`config.mk`:
```
export PLATFORM = sky130hd
export DESIGN_NAME = rmt_cell
export DESIGN_NICKNAME = d
export VERILOG_FILES = /design/src/hw/rtl/rmt_pkg.sv /design/src/hw/rtl/rmt_cell.sv
export SDC_FILE = /design/constraint.sdc
export NUM_CORES = 1
export LEC_CHECK = 0
export BUFFER_PORTS_ARGS = -buffer_cell sky130_fd_sc_hd__buf_2
export CAP_MARGIN = 20
export CORE_MARGIN = 3
export CORE_UTILIZATION = 39
export CTS_BUF_LIST = sky130_fd_sc_hd__clkbuf_8
export DETAILED_ROUTE_END_ITERATION = 12
export PLACE_DENSITY = 0.85
export SLEW_MARGIN = 5
export SYNTH_ARGS = -nofsm -noshare
export SYNTH_HDL_FRONTEND = slang
export SYNTH_SLANG_ARGS = --single-unit
```
`constraint.sdc`:
```
create_clock -name clk -period 4.8 [get_ports clk]
set_input_delay 0.96 -clock clk [delete_from_list [all_inputs] [get_ports clk]]
set_output_delay 0.96 -clock clk [all_outputs]
set_load 0.02 [all_outputs]
```
`src/hw/rtl/rmt_pkg.sv`:
```
// Shared constants for the running median tracker.
`default_nettype none
package rmt_pkg;

	localparam int CAPACITY_DEF = 64;
	localparam int SAMPLE_BITS_DEF = 32;

endpackage
`default_nettype wire

```
`src/hw/rtl/rmt_cell.sv`:
```
// One slot of the sorted sample chain, with its insert decision and median taps.
`default_nettype none
module rmt_cell #(
	parameter int SAMPLE_BITS = rmt_pkg::SAMPLE_BITS_DEF,
	parameter int CNT_W = 7,
	parameter int IDX_W = 6,
	parameter int INDEX = 0
) (
	input  wire logic                   clk,
	input  wire logic                   ins,
	input  wire logic [SAMPLE_BITS-1:0] new_val,
	input  wire logic [CNT_W-1:0]       fill,
	input  wire logic [SAMPLE_BITS-1:0] left_val,
	input  wire logic                   left_shift,
	input  wire logic [IDX_W-1:0]       lo_idx,
	input  wire logic [IDX_W-1:0]       hi_idx,
	output logic      [SAMPLE_BITS-1:0] val,
	output logic                        shift,
	output logic      [SAMPLE_BITS-1:0] tap_lo,
	output logic      [SAMPLE_BITS-1:0] tap_hi
);

	logic [SAMPLE_BITS-1:0] val_q;

	// An empty slot or a larger value moves up to make room.
	assign shift = (CNT_W'(INDEX) >= fill) || (val_q > new_val);
	assign val = val_q;

	always_ff @(posedge clk) begin
		if (ins && shift) begin
			val_q <= left_shift ? left_val : new_val;
		end
	end

	assign tap_lo = (IDX_W'(INDEX) == lo_idx) ? val_q : '0;
	assign tap_hi = (IDX_W'(INDEX) == hi_idx) ? val_q : '0;

endmodule
`default_nettype wire

```
==> impl_metrics.ini <==
[status]
status = finished, final reports clean

[grt]
track_usage = 0.190
grt_max_degree = 64
globalRouteOverflowTotal = 0
antenna_found_initial = 0
grt_pass1_vias = 2482
grt_pass1_wl_um = 11700

[critical_path]
crit_required_ns = 3.84
crit_type = input port to primary output
endpoint_kind = primary output
slowest_delay_ns = 0.56
crit_path_start_kind = input port
slowest_stage = nor4_1
crit_chain = buf_2 > inv_1 > ha_1 > a21oi_1 > nand2_1 > a221o_1 > nor4_1 > a21oi_1 > buf_2
arrival_ns = 2.86
critPathMaxFanout = 3

[yosys]
yosysWarnings = 0
ys_top_cells_by_count = and2_1, nand2_1, inv_1
yosys.cell_types.count = 30
synthTopCellsByArea = edfxtp_1, ha_1, and2_1
ys_seq_area_frac = 0.366
synth.top_cell.area_share = 0.366
syn-instance-count = 292
synth_nets = 410
ys_ff_latch = 32
yosysMostFrequentCell = and2_1
synth_area_per_cell_sq_um = 8.99
synth.cell_area_sq_um = 2620
synth_edf_count = 32
ys_async_sr_fraction = 0
yosysTopAreaCell = edfxtp_1
synth_top_flop_cell = edfxtp_1

[drt]
viasPerCell = 4.83
wirelength_um = 7760
drt_iter0_drc = 75
firstDrtPassIters = 4
drt-wirelength-per-cell_um = 14.2
antenna_left = 0
drc = 0
num_vias = 2639

[placement]
dpl.hpwl_um = 6330
placed_area_sq_um = 3560
placement.io_buffers = 182
gp_congestion = 0.829

[timing]
fmax_mhz = 262
slew_violations = 0
tightest_slew_ns = 0.955
finalHoldViolCount = 0
slew_headroom = 0.361
finalCritPeriodShare = 0.796
clock_skew_ns = 0.00690
period_minus_slack_ns = 3.82
tns_ns = 0
grt_setup_unrepaired = false
setup_viol = 0

[cells_and_area]
nFillCells = 582
register_area_sq_um = 961
design_area_sq_um = 3630
multi_input_area_sq_um = 1460
largest_reg_flops = 32
final_net_count = 587
drive_above_1_share = 0.418
antenna_cells = 0
area_growth_pct = 38.5

[pwr]
clkPwrFrac = 0.258
p_sw_uw = 221
powerDensity_nw_per_um2 = 201
swShare = 0.303
internal_power_uw = 509
seq_power_share = 0.480
pwr-share-comb = 0.262
ir_drop_mv = 0.100
p_leak_uw = 0.00200

[clock_tree]
cts_root_buf = clkbuf_8
ctsResizeCount = 0
clk_pin_slew_ns = 0.07
cts_hold_buf = 0
cts_setup_buffers = 0
h-tree-depth = 2
clock_latency_ns = 0.27
cts_tree = built
cts_buffers = 5
clock_sinks = 32
cts_buffer_depth = 2

[die]
row_count = 29
die_area_sq_um = 7750
core_sq_um = 6420
dieWidth_um = 88.0
start_util = 0.409
io_pins = 183
die_y_um = 88.0

[hold_path]
hp-class = input port to flop

[job]
maxCapViolations = 0
[worst max-delay path: cells and delay by family]
kind / cells / cell delay (ns)
AOI/OAI and AO/OA: 3 / 0.64
adders and majority gates: 1 / 0.32
buffers and inverters: 3 / 0.32
and+or+nand+nor: 2 / 0.63
[kinds of logic after synthesis]
logic type	Yosys count	synth area share
buf+inv	46	0.0830
flops	32	0.366
compound gates	58	0.125
simple gates	123	0.268
fa+ha+maj	32	0.153
mux	1	0.00429
[layout make-up]
type	instances	share of cell area
flip-flops and latches	32	0.264
well taps	77	0.0265
inverters	33	0.0341
repair buffers	183	0.253
clock buffers	5	0.0189
multi-input cells	214	0.401
clock inverters	2	0.00207
[layer usage]
layer | part of all wire | wire length, um | vias to the layer above | GRT usage
met5 | 0 | 0 | - | 0
met4 | 0.0044 | 34 | 0 | 0.0302
met3 | 0.048 | 375 | 4 | 0.0320
met2 | 0.54 | 4190 | 78 | 0.366
met1 | 0.41 | 3160 | 1201 | 0.224
li1 | - | - | 1356 | -
[stage by stage]
| stage | util | worst slack [ns] | total power (uW) | hold slack, ns | cells |
|---|---|---|---|---|---|
| detailed placement | 0.554 | 0.976 | 549 | 1.24 | 539 |
| global placement | 0.554 | 0.985 | 542 | 1.23 | 539 |
| finish | 0.566 | 0.977 | 730 | 0.963 | 546 |
| global route | 0.566 | 0.803 | 774 | 0.966 | 546 |
| floorplan | - | 1.02 | 464 | 1.15 | 292 |
| CTS | 0.566 | 0.967 | 738 | 0.955 | 546 |
[power groups by stage]
stage | Combinational (uW) | Clock [uW] | Sequential (uW)
after floorplan | 89.0 | 0 | 375
after global placement | 186 | 0 | 355
after detailed placement | 191 | 0 | 357
after CTS | 193 | 194 | 351
after global routing | 216 | 204 | 354
final | 191 | 188 | 351
[path summary, 6_finish.rpt]
| path | startpoint | endpoint | slack (ns) | depth (start not counted) |
|---|---|---|---|---|
| min reg2reg | val[16] | val[25] | 1.24 | 5 |
| min | left_val[8] | val[8] | 0.96 | 3 |
| max reg2reg | val[31] | val[29] | 1.73 | 6 |
| max | new_val[30] | shift | 0.98 | 9 |
[placed cells by master (no fill, tap or decap), types with 2 or more instances in the layout]
| cell | netlist | final |
|---|---|---|
| a21o_1 | 3 | 3 |
| a21oi_1 | 13 | 13 |
| and2_1 | 60 | 60 |
| and2_2 | 2 | 2 |
| buf_2 | 0 | 182 |
| clkbuf_8 | 0 | 5 |
| clkinv_1 | 0 | 2 |
| edfxtp_1 | 32 | 32 |
| ha_1 | 32 | 32 |
| inv_1 | 33 | 33 |
| nand2_1 | 35 | 35 |
| nand3_1 | 5 | 5 |
| nand4_1 | 7 | 7 |
| nor3_4 | 2 | 2 |
| nor4_1 | 6 | 6 |
| o21ai_0 | 32 | 32 |
| or4_4 | 2 | 2 |
No activity file was read; power rests on OpenSTA's default activity.
